==> config.mk <==
export PLATFORM = sky130hd
export DESIGN_NAME = stream_name_seed_hash_unit
export DESIGN_NICKNAME = d
export VERILOG_FILES = /design/src/sv/snsh_pkg.sv /design/src/sv/stream_name_seed_hash_unit.sv
export SDC_FILE = /design/constraint.sdc
export NUM_CORES = 1
export LEC_CHECK = 0
export ABC_AREA = 1
export BUFFER_PORTS_ARGS = -buffer_cell sky130_fd_sc_hd__buf_2
export CAP_MARGIN = 20
export CELL_PAD_IN_SITES_DETAIL_PLACEMENT = 1
export CELL_PAD_IN_SITES_GLOBAL_PLACEMENT = 1
export CORE_ASPECT_RATIO = 1.5
export CORE_MARGIN = 3
export CORE_UTILIZATION = 35
export CTS_CLUSTER_DIAMETER = 40
export DETAILED_ROUTE_END_ITERATION = 16
export GPL_ROUTABILITY_DRIVEN = 1
export GPL_TIMING_DRIVEN = 0
export PLACE_DENSITY = 0.73
export SYNTH_ARGS = -nofsm -noshare
export SYNTH_HDL_FRONTEND = slang
export SYNTH_SLANG_ARGS = --single-unit
==> constraint.sdc <==
create_clock -name clk -period 7.7 [get_ports clk]
set_input_delay 1.54 -clock clk [delete_from_list [all_inputs] [get_ports clk]]
set_output_delay 1.54 -clock clk [all_outputs]
set_load 0.01 [all_outputs]
==> src/sv/snsh_pkg.sv <==
package snsh_pkg;

  localparam logic [31:0] FNV_BASIS = 32'h811C_9DC5;
  localparam logic [31:0] FNV_PRIME = 32'h0100_0193;

  localparam logic [3:0] CHAR_POS_MAX = 4'd14;
  localparam logic [3:0] PREFIX_END = 4'd13;
  localparam logic [1:0] DOT_MAX = 2'd2;

  localparam int unsigned CFG_ADDR_W = 6;
  localparam int unsigned CFG_DATA_W = 64;

  localparam logic [2:0] REG_BASE_SEED     = 3'd0;
  localparam logic [2:0] REG_DOMAIN_VALUE  = 3'd1;
  localparam logic [2:0] REG_PROCESS_VALUE = 3'd2;
  localparam logic [2:0] REG_TICK_VALUE    = 3'd3;
  localparam logic [2:0] REG_MIX_SELECT    = 3'd4;

  typedef struct packed {
    logic [7:0] name_byte;
    logic       last_byte;
  } name_req_t;

  typedef struct packed {
    logic [31:0] seed;
    logic        name_ok;
  } seed_rsp_t;

  function automatic logic [31:0] fold64(input logic [63:0] v);
    return v[31:0] ^ v[63:32];
  endfunction

  function automatic logic [7:0] prefix_char(input logic [3:0] idx);
    logic [7:0] c;
    case (idx)
      4'd0:    c = "n";
      4'd1:    c = "o";
      4'd2:    c = "i";
      4'd3:    c = "s";
      4'd4:    c = "e";
      4'd5:    c = ".";
      4'd6:    c = "s";
      4'd7:    c = "t";
      4'd8:    c = "r";
      4'd9:    c = "e";
      4'd10:   c = "a";
      4'd11:   c = "m";
      4'd12:   c = ".";
      default: c = 8'h00;
    endcase
    return c;
  endfunction

endpackage

==> src/sv/stream_name_seed_hash_unit.sv <==
// Stream name seed hash unit.
// Name channel (name_valid, name_stall, name_data): one byte of a stream name
// per request, last_byte set on the final byte. Seed channel (seed_valid,
// seed_stall, seed_data): one result per name, carrying the derived seed and
// the name_ok flag for the naming rules.
// Throughput is one byte per cycle; the FNV-1a step (XOR, constant multiply)
// and the rule checks sit between the name state and the result register.
// Latency: the result is on the seed channel in the cycle after the last byte
// is accepted, unless an earlier result is still waiting on a stalled receiver.
// The result side holds two entries, an output register and a skid register,
// so bytes keep flowing while one result waits. name_stall is high only while
// the skid register is occupied, i.e. after the receiver has held seed_stall
// with one result pending and a second name has finished.
// Reset clears the name state to the FNV offset basis, empties both result
// entries and zeroes all configuration registers.
// Configuration: APB port, registers at byte address 8*index: 64-bit
// base seed, domain, process, tick, 4-bit mix select. Write only while idle.
module stream_name_seed_hash_unit (
  input  logic                                clk,
  input  logic                                rst,
  input  logic                                name_valid,
  output logic                                name_stall,
  input  snsh_pkg::name_req_t                 name_data,
  output logic                                seed_valid,
  input  logic                                seed_stall,
  output snsh_pkg::seed_rsp_t                 seed_data,
  input  logic                                psel,
  input  logic                                penable,
  input  logic                                pwrite,
  input  logic [snsh_pkg::CFG_ADDR_W-1:0]     paddr,
  input  logic [snsh_pkg::CFG_DATA_W-1:0]     pwdata,
  output logic [snsh_pkg::CFG_DATA_W-1:0]     prdata,
  output logic                                pready
);

  logic [63:0] base_seed;
  logic [63:0] domain_value;
  logic [63:0] process_value;
  logic [63:0] tick_value;
  logic [3:0]  mix_select;

  logic [31:0] running_hash;
  logic [3:0]  char_position;
  logic        name_broken;
  logic        segment_nonempty;
  logic [1:0]  dot_count;

  logic [31:0] running_hash_next;
  logic [3:0]  char_position_next;
  logic        name_broken_next;
  logic        segment_nonempty_next;
  logic [1:0]  dot_count_next;

  logic                out_valid;
  snsh_pkg::seed_rsp_t out_data;
  logic                skid_valid;
  snsh_pkg::seed_rsp_t skid_data;

  logic                name_accept;
  logic                push;
  logic                out_take;
  logic                cfg_write;
  logic [2:0]          cfg_index;
  snsh_pkg::seed_rsp_t result;

  assign pready     = 1'b1;
  assign cfg_write  = psel && penable && pwrite && pready;
  assign cfg_index  = paddr[5:3];

  assign name_stall  = skid_valid;
  assign name_accept = name_valid && !name_stall;
  assign push        = name_accept && name_data.last_byte;
  assign out_take    = out_valid && !seed_stall;
  assign seed_valid  = out_valid;
  assign seed_data   = out_data;

  always_ff @(posedge clk) begin
    if (rst) begin
      base_seed     <= '0;
      domain_value  <= '0;
      process_value <= '0;
      tick_value    <= '0;
      mix_select    <= '0;
    end else if (cfg_write) begin
      unique case (cfg_index)
        snsh_pkg::REG_BASE_SEED:     base_seed     <= pwdata;
        snsh_pkg::REG_DOMAIN_VALUE:  domain_value  <= pwdata;
        snsh_pkg::REG_PROCESS_VALUE: process_value <= pwdata;
        snsh_pkg::REG_TICK_VALUE:    tick_value    <= pwdata;
        snsh_pkg::REG_MIX_SELECT:    mix_select    <= pwdata[3:0];
        default: ;
      endcase
    end
  end

  always_comb begin
    unique case (cfg_index)
      snsh_pkg::REG_BASE_SEED:     prdata = base_seed;
      snsh_pkg::REG_DOMAIN_VALUE:  prdata = domain_value;
      snsh_pkg::REG_PROCESS_VALUE: prdata = process_value;
      snsh_pkg::REG_TICK_VALUE:    prdata = tick_value;
      snsh_pkg::REG_MIX_SELECT:    prdata = {60'b0, mix_select};
      default:                     prdata = '0;
    endcase
  end

  always_comb begin
    logic [7:0]  b;
    logic [7:0]  lc;
    logic        allowed;
    logic [31:0] mix;
    b  = name_data.name_byte;
    lc = (b >= "A" && b <= "Z") ? b + 8'd32 : b;
    allowed = (b >= "a" && b <= "z") || (b >= "A" && b <= "Z") ||
              (b >= "0" && b <= "9") || b == "-" || b == "_";

    running_hash_next     = (running_hash ^ {24'b0, b}) * snsh_pkg::FNV_PRIME;
    name_broken_next      = name_broken;
    segment_nonempty_next = segment_nonempty;
    dot_count_next        = dot_count;

    if (char_position < snsh_pkg::PREFIX_END) begin
      if (lc != snsh_pkg::prefix_char(char_position)) begin
        name_broken_next = 1'b1;
      end
    end else if (b == ".") begin
      if (!segment_nonempty) begin
        name_broken_next = 1'b1;
      end
      if (dot_count < snsh_pkg::DOT_MAX) begin
        dot_count_next = dot_count + 2'd1;
      end
      segment_nonempty_next = 1'b0;
    end else if (allowed) begin
      segment_nonempty_next = 1'b1;
    end else begin
      name_broken_next = 1'b1;
    end

    char_position_next = (char_position < snsh_pkg::CHAR_POS_MAX) ?
                         char_position + 4'd1 : char_position;

    mix = snsh_pkg::fold64(base_seed);
    if (mix_select[0]) mix = mix ^ snsh_pkg::fold64(domain_value);
    if (mix_select[1]) mix = mix ^ snsh_pkg::fold64(process_value);
    if (mix_select[2]) mix = mix ^ snsh_pkg::fold64(tick_value);
    if (mix_select[3]) mix = mix ^ running_hash_next;

    result.seed    = mix;
    result.name_ok = !name_broken_next &&
                     char_position_next == snsh_pkg::CHAR_POS_MAX &&
                     segment_nonempty_next &&
                     dot_count_next == snsh_pkg::DOT_MAX;
  end

  always_ff @(posedge clk) begin
    if (rst) begin
      running_hash     <= snsh_pkg::FNV_BASIS;
      char_position    <= '0;
      name_broken      <= 1'b0;
      segment_nonempty <= 1'b0;
      dot_count        <= '0;
    end else if (name_accept) begin
      if (name_data.last_byte) begin
        running_hash     <= snsh_pkg::FNV_BASIS;
        char_position    <= '0;
        name_broken      <= 1'b0;
        segment_nonempty <= 1'b0;
        dot_count        <= '0;
      end else begin
        running_hash     <= running_hash_next;
        char_position    <= char_position_next;
        name_broken      <= name_broken_next;
        segment_nonempty <= segment_nonempty_next;
        dot_count        <= dot_count_next;
      end
    end
  end

  always_ff @(posedge clk) begin
    if (rst) begin
      out_valid  <= 1'b0;
      skid_valid <= 1'b0;
    end else if (skid_valid) begin
      if (out_take) begin
        out_valid  <= 1'b1;
        skid_valid <= 1'b0;
      end
    end else if (push) begin
      if (!out_valid || out_take) begin
        out_valid <= 1'b1;
      end else begin
        skid_valid <= 1'b1;
      end
    end else if (out_take) begin
      out_valid <= 1'b0;
    end
  end

  always_ff @(posedge clk) begin
    if (skid_valid) begin
      if (out_take) begin
        out_data <= skid_data;
      end
    end else if (push) begin
      if (!out_valid || out_take) begin
        out_data <= result;
      end else begin
        skid_data <= result;
      end
    end
  end

`ifndef SYNTHESIS
  a_skid_implies_out: assert property (@(posedge clk) disable iff (rst)
    skid_valid |-> out_valid)
    else $error("skid entry held without an output entry");

  a_skid_drains: assert property (@(posedge clk) disable iff (rst)
    skid_valid && out_take |=> out_valid && !skid_valid)
    else $error("skid entry did not move to the output register");

  a_last_gives_result: assert property (@(posedge clk) disable iff (rst)
    push |=> out_valid)
    else $error("last byte accepted but no result pending");

  a_last_clears_state: assert property (@(posedge clk) disable iff (rst)
    push |=> running_hash == snsh_pkg::FNV_BASIS && char_position == 4'd0 &&
             dot_count == 2'd0 && !name_broken && !segment_nonempty)
    else $error("name state not cleared after last byte");

  a_position_bound: assert property (@(posedge clk) disable iff (rst)
    char_position <= snsh_pkg::CHAR_POS_MAX && dot_count <= snsh_pkg::DOT_MAX)
    else $error("name counters beyond saturation");
`endif

endmodule
==> results of run 1 <==
==> cell type report <==
| cell class | instances | area [um^2] |
|---|---|---|
| inverters | 402 | 1509 |
| repair buffers | 180 | 950.9 |
| clock inverters | 32 | 372.9 |
| fillers | 8450 | 40040 |
| plain buffers | 146 | 614.3 |
| multi-input cells | 2202 | 13860 |
| clock buffers | 64 | 1423 |
| well taps | 892 | 1116 |
| diodes | 6 | 15.01 |
| flip-flops and latches | 375 | 8168 |
==> cell usage in the layout, fill, tap and decap left out, drive strengths merged, types with 2 or more instances in the layout <==
master,n
diode,6
or2,3
clkinv,12
xor2,92
nor3,12
xnor2,85
a221o,57
o21bai,9
nand3b,5
dfxtp,309
bufinv,4
o22ai,58
buf,225
edfxtp,66
clkinvlp,4
a21o,2
o21a,3
fa,74
o21ai,360
ha,195
nand3,116
o31ai,3
clkbuf,165
nand4,16
nor2,372
nand2,462
a21oi,221
a22oi,7
a31oi,3
o2111ai,2
inv,414
a21boi,37
==> synthesized netlist by cell type (5+ instances only) <==
library cell / instances / area share
a22oi_1: 7 / 0.0022
inv_2: 12 / 0.0019
a221o_1: 57 / 0.024
xnor2_1: 85 / 0.031
o21bai_1: 9 / 0.0028
nand3b_1: 5 / 0.0016
nand2_1: 462 / 0.072
o22ai_1: 58 / 0.015
a21oi_1: 221 / 0.046
o21ai_0: 351 / 0.073
nor2_1: 367 / 0.057
xor2_1: 92 / 0.033
nand3_1: 116 / 0.024
nor3_1: 9 / 0.0019
edfxtp_1: 66 / 0.082
o21ai_1: 9 / 0.0019
clkbuf_1: 99 / 0.015
dfxtp_1: 309 / 0.26
nand4_1: 16 / 0.0041
a21boi_0: 37 / 0.012
fa_1: 74 / 0.061
ha_1: 195 / 0.10
inv_1: 389 / 0.060
buf_2: 42 / 0.0087
==> state kept, by name (all words and copies together), names as in the netlist, named ones only <==
register / flops
base_seed: 64
domain_value: 64
process_value: 64
tick_value: 64
seed_data: 33
skid_data: 33
running_hash: 32
char_position: 4
mix_select: 4
dot_count: 2
name_broken: 1
name_stall: 1
seed_valid: 1
segment_nonempty: 1
==> worst paths after layout <==
| check | start | endpoint | slack (ns) |
|---|---|---|---|
| hold reg to reg | name_broken | name_broken | 0.47 |
| setup / recovery | name_data[6] | seed_data[32] | 0.33 |
| hold / removal | name_broken | name_broken | 0.47 |
| setup reg to reg | running_hash[5] | seed_data[32] | 1.24 |
==> logic make-up after synthesis <==
family                   Yosys count  synth area share
adder cells (fa/ha/maj)          269            0.1625
buffers and inverters            548           0.08797
other                              1         0.0001554
XOR/XNOR                         177           0.06423
AO/OA/AOI/OAI                    765            0.1807
flip-flops                       375            0.3384
AND/OR/NAND/NOR                  990            0.1661
==> metal layers <==
layer,GRT usage,vias to the layer above
li1,-,10820
met1,0.2965,11330
met2,0.4964,821
met3,0.03757,378
met4,0.1958,4
met5,0,-
==> per-stage QoR <==
stage | cells | cell area [um^2] | hold WS, ns | worst slack [ns] | utilization
2_1_floorplan | 3125 | 24140 | 0.4453 | 1.424 | -
3_3_place_gp | 4193 | 26130 | 0.4530 | -0.1240 | 0.3839
3_5_place_dp | 4197 | 26220 | 0.4625 | -0.2800 | 0.3852
4_1_cts | 4293 | 28020 | 0.4716 | 0.3475 | 0.4116
5_1_grt | 4295 | 28020 | 0.4955 | 0.05872 | 0.4117
6_report | 4299 | 28030 | 0.4688 | 0.3272 | 0.4118
==> critical path, cell delays in order <==
cell	delay [ns]
buf_2	0.11
buf_2	0.25
xor2_1	0.84
ha_1	0.38
ha_1	0.31
fa_1	0.49
ha_1	0.24
fa_1	0.50
ha_1	0.29
inv_1	0.05
fa_1	0.53
inv_1	0.05
ha_1	0.36
nand2_1	0.15
inv_1	0.07
a21oi_1	0.30
nand3_1	0.23
nand2_1	0.16
inv_1	0.05
nor2_1	0.19
nand3_1	0.11
nand2_1	0.12
nand3_1	0.12
nand3_1	0.15
nand2_1	0.10
==> flow_summary.json, run 1 <==
{
  "first_pass_iters": 7,
  "cts_htree_levels": 2,
  "crit_fanout": 10,
  "cp.required_ns": 8.05,
  "synthToLayoutAreaGrowth_pct": 16.14,
  "crit_arrival_ns": 7.73,
  "nNetsFinal": 3713,
  "setup_tns_ns": 0,
  "num_rows": 117,
  "synthFlopType": "dfxtp_1",
  "period_minus_slack_ns": 7.373,
  "finalSetupViolations": 0,
  "die-area_mm2": 0.07221,
  "start_kind": "input pin",
  "ios": 186,
  "met1Wirelength_um": 36270,
  "via_count": 23350,
  "grt_overflow_total": 0,
  "route.detailed.drc": 0,
  "maxSlewViolCount": 0,
  "cts-root-buf": "clkbuf_16",
  "clockBufferDepth": 3,
  "drive_gt1_frac": 0.1009,
  "post_cts.repair.setup_buffers": 0,
  "clock.fmax_mhz": 135.6,
  "antenna_found_initial": 7,
  "grt_pass1_wl_um": 149500,
  "postSynth.asyncResetShare": 0,
  "synth_fp_nets": 3480,
  "cts.sink_count": 375,
  "die_w_um": 220.4,
  "gp_congestion": 0.9483,
  "hold_violations": 0,
  "synth_cells": 3125,
  "coreArea_mm2": 0.06807,
  "ys.warnings.count": 0,
  "crit_type": "in -> reg",
  "highest_layer": "met5",
  "synth_seq_cells": 375,
  "numCtsBuffers": 51,
  "port_buffers": 176,
  "grt_max_degree": 28,
  "drtIter0Drc": 1279,
  "synth.avg_cell_area_um2": 7.724,
  "cts_tree": "done",
  "ys_types": 46,
  "die_h_um": 327.6,
  "worstMarginPinSlew_ns": 1.299,
  "ctsHoldBuffers": 0,
  "holdPathStages": 2,
  "via_per_inst": 5.432,
  "start_util": 0.3546,
  "worstHoldPathType": "reg -> reg",
  "status": "finished clean",
  "wl_met3_um": 5244,
  "cp-end-kind": "flip-flop",
  "finClkSkew_ns": 0.03410,
  "clk_latency_ns": 0.64,
  "clk_pin_slew_ns": 0.06,
  "track_usage": 0.2771,
  "netlist_area_mm2": 0.02414,
  "rsz0062_at_grt": "false",
  "period_share": 0.9575,
  "ys_seq_area_frac": 0.3384,
  "drv_cap": 0,
  "synth_edf_count": 66,
  "ant_nets": 0,
  "dpl.hpwl_um": 77660,
  "wl_met2_um": 50380,
  "ctsResizeCount": 0,
  "wl_per_cell_um": 23.41,
  "routed_wl_um": 100600,
  "slew_headroom": 0.1337,
  "grt_pass1_vias": 24590,
  "reg2reg_depth": 23
}
Power of run 1 is not shown: default switching activity piles up to over one toggle a cycle in this logic, so the estimate is an artifact.
==> run 2, diff against run 1 <==
- ABC_AREA: 1 -> 0
- PLACE_DENSITY: 0.73 -> 0.72
- clock period: 7.7 -> 9.05 ns (I/O delays scaled with it)
==> flow_summary.json, run 2 <==
{
  "wl_per_cell_um": 24.32,
  "die-area_mm2": 0.07121,
  "grt_overflow_total": 0,
  "cts_tree": "done",
  "layout_common_cells": "752 x nand2_1, 309 x dfxtp_1, 298 x a21oi_1",
  "path_buf_inv": 4,
  "synth_cells": 2823,
  "cts_htree_levels": 2,
  "netlist_area_mm2": 0.02379,
  "placed_cell_area_mm2": 0.02588,
  "ctsResizeCount": 0,
  "worstHoldPathType": "reg -> reg",
  "yosys.area.top_type": "dfxtp_1",
  "design_area_mm2": 0.02763,
  "ys_types": 80,
  "cts-root-buf": "clkbuf_16",
  "r2r-start": "running_hash[6]",
  "start_util": 0.3548,
  "fill_cells": 8130,
  "nNetsFinal": 3409,
  "track_usage": 0.2681,
  "rsz0062_at_grt": "false",
  "synth_edf_count": 66,
  "worst_path_max_delay_cell": "xor2_1",
  "min_to": "process_value[44]",
  "r2r_setup_slack_ns": 2.06,
  "finClkSkew_ns": 0.02522,
  "holdPathStages": 2,
  "clockBufferDepth": 3,
  "drtIter0Drc": 1103,
  "crit_chain": "buf_2, clkbuf_1, xor2_1, ha_1, ha_1, fa_1, ha_1, fa_1, ha_1, inv_1, fa_1, inv_1, ha_1, and3_1, and2_1, nand4_1, nand3_1, a21boi_0, o21ai_0, xnor2_1, mux2_2",
  "status": "finished clean",
  "worstMarginPinSlew_ns": 1.243,
  "numCtsBuffers": 48,
  "synth.area.top_cells": "dfxtp_1 26%, nand2_1 12%, ha_1 10%, edfxtp_1 8.3%, a21oi_1 6.3%",
  "finalSetupViolations": 0,
  "synth.most_common_cell": "nand2_1",
  "seq_area_mm2": 0.008168,
  "slew_headroom": 0.1714,
  "post-route-util": 0.4120,
  "crit_arrival_ns": 8.66,
  "hold_violations": 0,
  "grt_pass1_wl_um": 142500,
  "multi_input_area_mm2": 0.01436,
  "synth_common_cells": "752 x nand2_1, 309 x dfxtp_1, 298 x a21oi_1",
  "reg2reg_depth": 19,
  "critical_path.top_delay_family": "adder cells",
  "crit_path_frequent_cell": "ha_1",
  "antenna_found_initial": 7,
  "via_count": 21460,
  "die_w_um": 218.9,
  "max_stage_delay_ns": 0.75,
  "drv_cap": 0,
  "postSynth.asyncResetShare": 0,
  "clk_latency_ns": 0.61,
  "cts.sink_count": 375,
  "die_h_um": 325.3,
  "ctsHoldBuffers": 0,
  "clock.fmax_mhz": 120.4,
  "post_cts.repair.setup_buffers": 0,
  "ios": 186,
  "synth.avg_cell_area_um2": 8.428,
  "worstReg2RegEnd": "seed_data[25]",
  "final_common_cell": "nand2_1",
  "synth_top_cell_area_share": 0.2600,
  "num_rows": 116,
  "route.detailed.drc": 0,
  "period_minus_slack_ns": 8.308,
  "ys_seq_area_frac": 0.3433,
  "routed_wl_um": 96860,
  "ys.warnings.count": 0,
  "maxSlewViolCount": 0,
  "first_pass_iters": 5,
  "synth_fp_nets": 3178,
  "setup_tns_ns": 0,
  "start_kind": "input pin",
  "cp.required_ns": 9.40,
  "synthFlopType": "dfxtp_1",
  "period_share": 0.9180,
  "ant_nets": 0,
  "crit_type": "in -> reg",
  "crit_fanout": 7,
  "drive_gt1_frac": 0.1044,
  "synth_seq_cells": 375,
  "port_buffers": 175,
  "min_from": "process_value[44]",
  "grt_pass1_vias": 22700,
  "gp_congestion": 0.9096,
  "synthToLayoutAreaGrowth_pct": 16.12,
  "clk_pin_slew_ns": 0.06,
  "cp-end-kind": "flip-flop",
  "grt_max_degree": 30,
  "dpl.hpwl_um": 74210,
  "via_per_inst": 5.388,
  "coreArea_mm2": 0.06705
}
-- run 2: cell count changes in the layout (fill, tap and decap cells not counted), moves of 49 or more --
cell     delta
a21oi_1    +78
a221o_1    -49
a22oi_1   +124
inv_1     -208
nand2_1   +290
nand3_1    -91
nor2_1    -311
o21ai_0   -318
o22ai_1    -58
xnor2_1    +68
xor2_1     +64
-- run 2: worst max-delay path by stage --
stage                      start            end  slack (ns)  depth (start not counted)
finish              name_data[6]  seed_data[25]        0.74                         21
global route        name_data[6]  seed_data[25]        0.50                         21
CTS                 name_data[6]  seed_data[25]        0.82                         21
detailed placement  name_data[6]  seed_data[25]        0.18                         21
global placement    name_data[6]  seed_data[25]        0.23                         21
floorplan           name_data[7]  seed_data[24]        1.89                         20
-- run 2: layout make-up --
type,count,share of cell area
Tap cell,885,0.04008
Antenna cell,4,0.0003623
Clock buffer,60,0.04846
Clock inverter,30,0.01427
Sequential cell,375,0.2956
Timing Repair Buffer,181,0.03478
Multi-Input combinational cell,2110,0.5197
Buffer,156,0.02201
Inverter,182,0.02473
-- run 2: kinds of logic (layout without fill, tap and decap cells) --
group / Yosys count / count (layout) / synth area share
simple gates: 934 / 934 / 0.1609
compound gates: 556 / 556 / 0.1435
flops: 375 / 375 / 0.3433
buf+inv: 338 / 609 / 0.05427
xor+xnor: 309 / 309 / 0.1137
fa+ha+maj: 269 / 269 / 0.1648
mux: 41 / 41 / 0.01930
other cells: 1 / 5 / 0.0001576
-- run 2: routing by layer --
layer,vias to the layer above,wire [um],track usage
met2,684,50630,0.4974
met4,4,6875,0.1664
met5,-,28,0
met3,303,4814,0.03971
met1,10560,34510,0.2793
li1,9909,-,-
-- run 2: worst register-to-register path: stages (launching register included) --
cell and delay, ns:
dfxtp_1 0.35, xor2_1 0.86, ha_1 0.40, ha_1 0.32, fa_1 0.43, ha_1 0.23
fa_1 0.49, ha_1 0.29, inv_1 0.05, fa_1 0.53, inv_1 0.04, ha_1 0.42
and3_1 0.26, and2_1 0.17, nand4_1 0.36, nand3_1 0.27, a21boi_0 0.13, o21ai_0 0.64
xnor2_1 0.18, mux2_2 0.30
-- run 2: per-stage QoR --
step,hold WS [ns],instances,setup slack (ns)
after floorplan,0.4570,2823,1.894
after detailed placement,0.4757,3889,0.1820
after CTS,0.4834,3979,0.8167
final,0.4815,3983,0.7416
after global placement,0.4674,3883,0.2318
after global routing,0.5034,3981,0.4977
Power of run 2 is left out for the same reason.
==> run 3, diff against run 2 <==
- GPL_TIMING_DRIVEN: 0 -> default
==> flow_summary.json, run 3 (synthesis results as in run 2) <==
{
  "slew_headroom": 0.3328,
  "route.detailed.drc": 0,
  "hold_violations": 0,
  "worstHoldPathType": "reg -> reg",
  "clock.fmax_mhz": 131.7,
  "critical_path.top_delay_family": "adder cells",
  "crit_path_frequent_cell": "ha_1",
  "rsz0062_at_grt": "false",
  "status": "finished clean",
  "seq_area_mm2": 0.008170,
  "via_per_inst": 5.311,
  "coreArea_mm2": 0.06705,
  "finClkSkew_ns": 0.01800,
  "start_kind": "input pin",
  "track_usage": 0.2224,
  "grt_overflow_total": 0,
  "final_common_cell": "nand2_1",
  "clk_pin_slew_ns": 0.06,
  "via_count": 20550,
  "ctsResizeCount": 0,
  "crit_arrival_ns": 7.92,
  "start_util": 0.3548,
  "port_buffers": 181,
  "period_share": 0.8388,
  "period_minus_slack_ns": 7.591,
  "clk_latency_ns": 0.59,
  "finalSetupViolations": 0,
  "cts.sink_count": 375,
  "first_pass_iters": 5,
  "drtIter0Drc": 942,
  "path_buf_inv": 3,
  "maxSlewViolCount": 0,
  "numCtsBuffers": 48,
  "antenna_found_initial": 18,
  "cp.required_ns": 9.38,
  "cts-root-buf": "clkbuf_16",
  "worst_path_max_delay_cell": "fa_1",
  "num_rows": 116,
  "synthToLayoutAreaGrowth_pct": 14.81,
  "clockBufferDepth": 3,
  "drive_gt1_frac": 0.1207,
  "ant_nets": 0,
  "grt_pass1_wl_um": 125800,
  "grt_max_degree": 191,
  "post-route-util": 0.4074,
  "crit_fanout": 8,
  "grt_pass1_vias": 22670,
  "multi_input_area_mm2": 0.01441,
  "nNetsFinal": 3289,
  "routed_wl_um": 80280,
  "die_w_um": 218.9,
  "layout_common_cells": "748 x nand2_1, 307 x dfxtp_1, 297 x a21oi_1",
  "gp_congestion": 0.8577,
  "dpl.hpwl_um": 57050,
  "ios": 186,
  "ctsHoldBuffers": 0,
  "cts_htree_levels": 2,
  "cts_tree": "done",
  "drv_cap": 0,
  "fill_cells": 8019,
  "setup_tns_ns": 0,
  "max_stage_delay_ns": 0.54,
  "wl_per_cell_um": 20.75,
  "die_h_um": 325.3,
  "cp-end-kind": "flip-flop",
  "crit_chain": "buf_2, xor2_1, ha_1, ha_1, fa_1, ha_1, fa_1, ha_1, inv_1, fa_1, inv_1, ha_1, o211ai_1, nor3_1, o21ai_1, o21ai_2, a21oi_1, o21bai_1, mux4_2, a221o_1",
  "crit_type": "in -> reg",
  "worstMarginPinSlew_ns": 1.001,
  "post_cts.repair.setup_buffers": 0,
  "die-area_mm2": 0.07121
}
run 3: cell count changes in the layout (fill, tap and decap cells not counted), sizes merged:
cell,change
clkbuf,-140
buf,+19
diode,+6
clkinvlp,+2
bufinv,-1
clkinv,-1
inv,+1
run 3: area by class of cell:
type	count	area share
multi-input cells	2110	0.5276
flip-flops and latches	375	0.2991
clock buffers	59	0.04695
repair buffers	217	0.04548
well taps	885	0.04053
inverters	182	0.02501
clock inverters	31	0.01447
diodes	10	0.0009160
run 3: stage by stage:
stage	setup WS (ns)	hold WS (ns)	std cells	area (um^2)
4_1_cts	1.484	0.4823	3856	27220
5_1_grt	1.186	0.5033	3863	27300
3_3_place_gp	1.064	0.4670	3766	25550
2_1_floorplan	1.894	0.4570	2823	23790
3_5_place_dp	0.8710	0.4742	3766	25550
6_report	1.459	0.4815	3869	27320
run 3: final timing paths:
kind / start / end / slack [ns] / cells after the start
max reg2reg: running_hash[4] / seed_data[26] / 2.55 / 19
max: name_data[5] / seed_data[26] / 1.46 / 20
min reg2reg: process_value[53] / process_value[53] / 0.48 / 2
min: process_value[53] / process_value[53] / 0.48 / 2
run 3: worst register-to-register path, cell delays in order (launching register included):
cell and delay, ns:
dfxtp_1 0.38, xor2_1 0.46, ha_1 0.32, ha_1 0.30, fa_1 0.49, ha_1 0.22, fa_1 0.48, ha_1 0.30
inv_1 0.06, fa_1 0.54, inv_1 0.04, ha_1 0.37, o211ai_1 0.13, nor3_1 0.23, o21ai_1 0.20, o21ai_2 0.50
a21oi_1 0.22, o21bai_1 0.38, mux4_2 0.36, a221o_1 0.27
run 3: per-layer routing:
metal / part of all wire / up-vias / GRT usage
met3: 0.040 / 184 / 0.03308
met5: 0.00057 / - / 0
met4: 0.041 / 8 / 0.09714
met1: 0.38 / 10270 / 0.2416
met2: 0.54 / 433 / 0.4206
li1: - / 9653 / -
Power of run 3 is left out for the same reason.
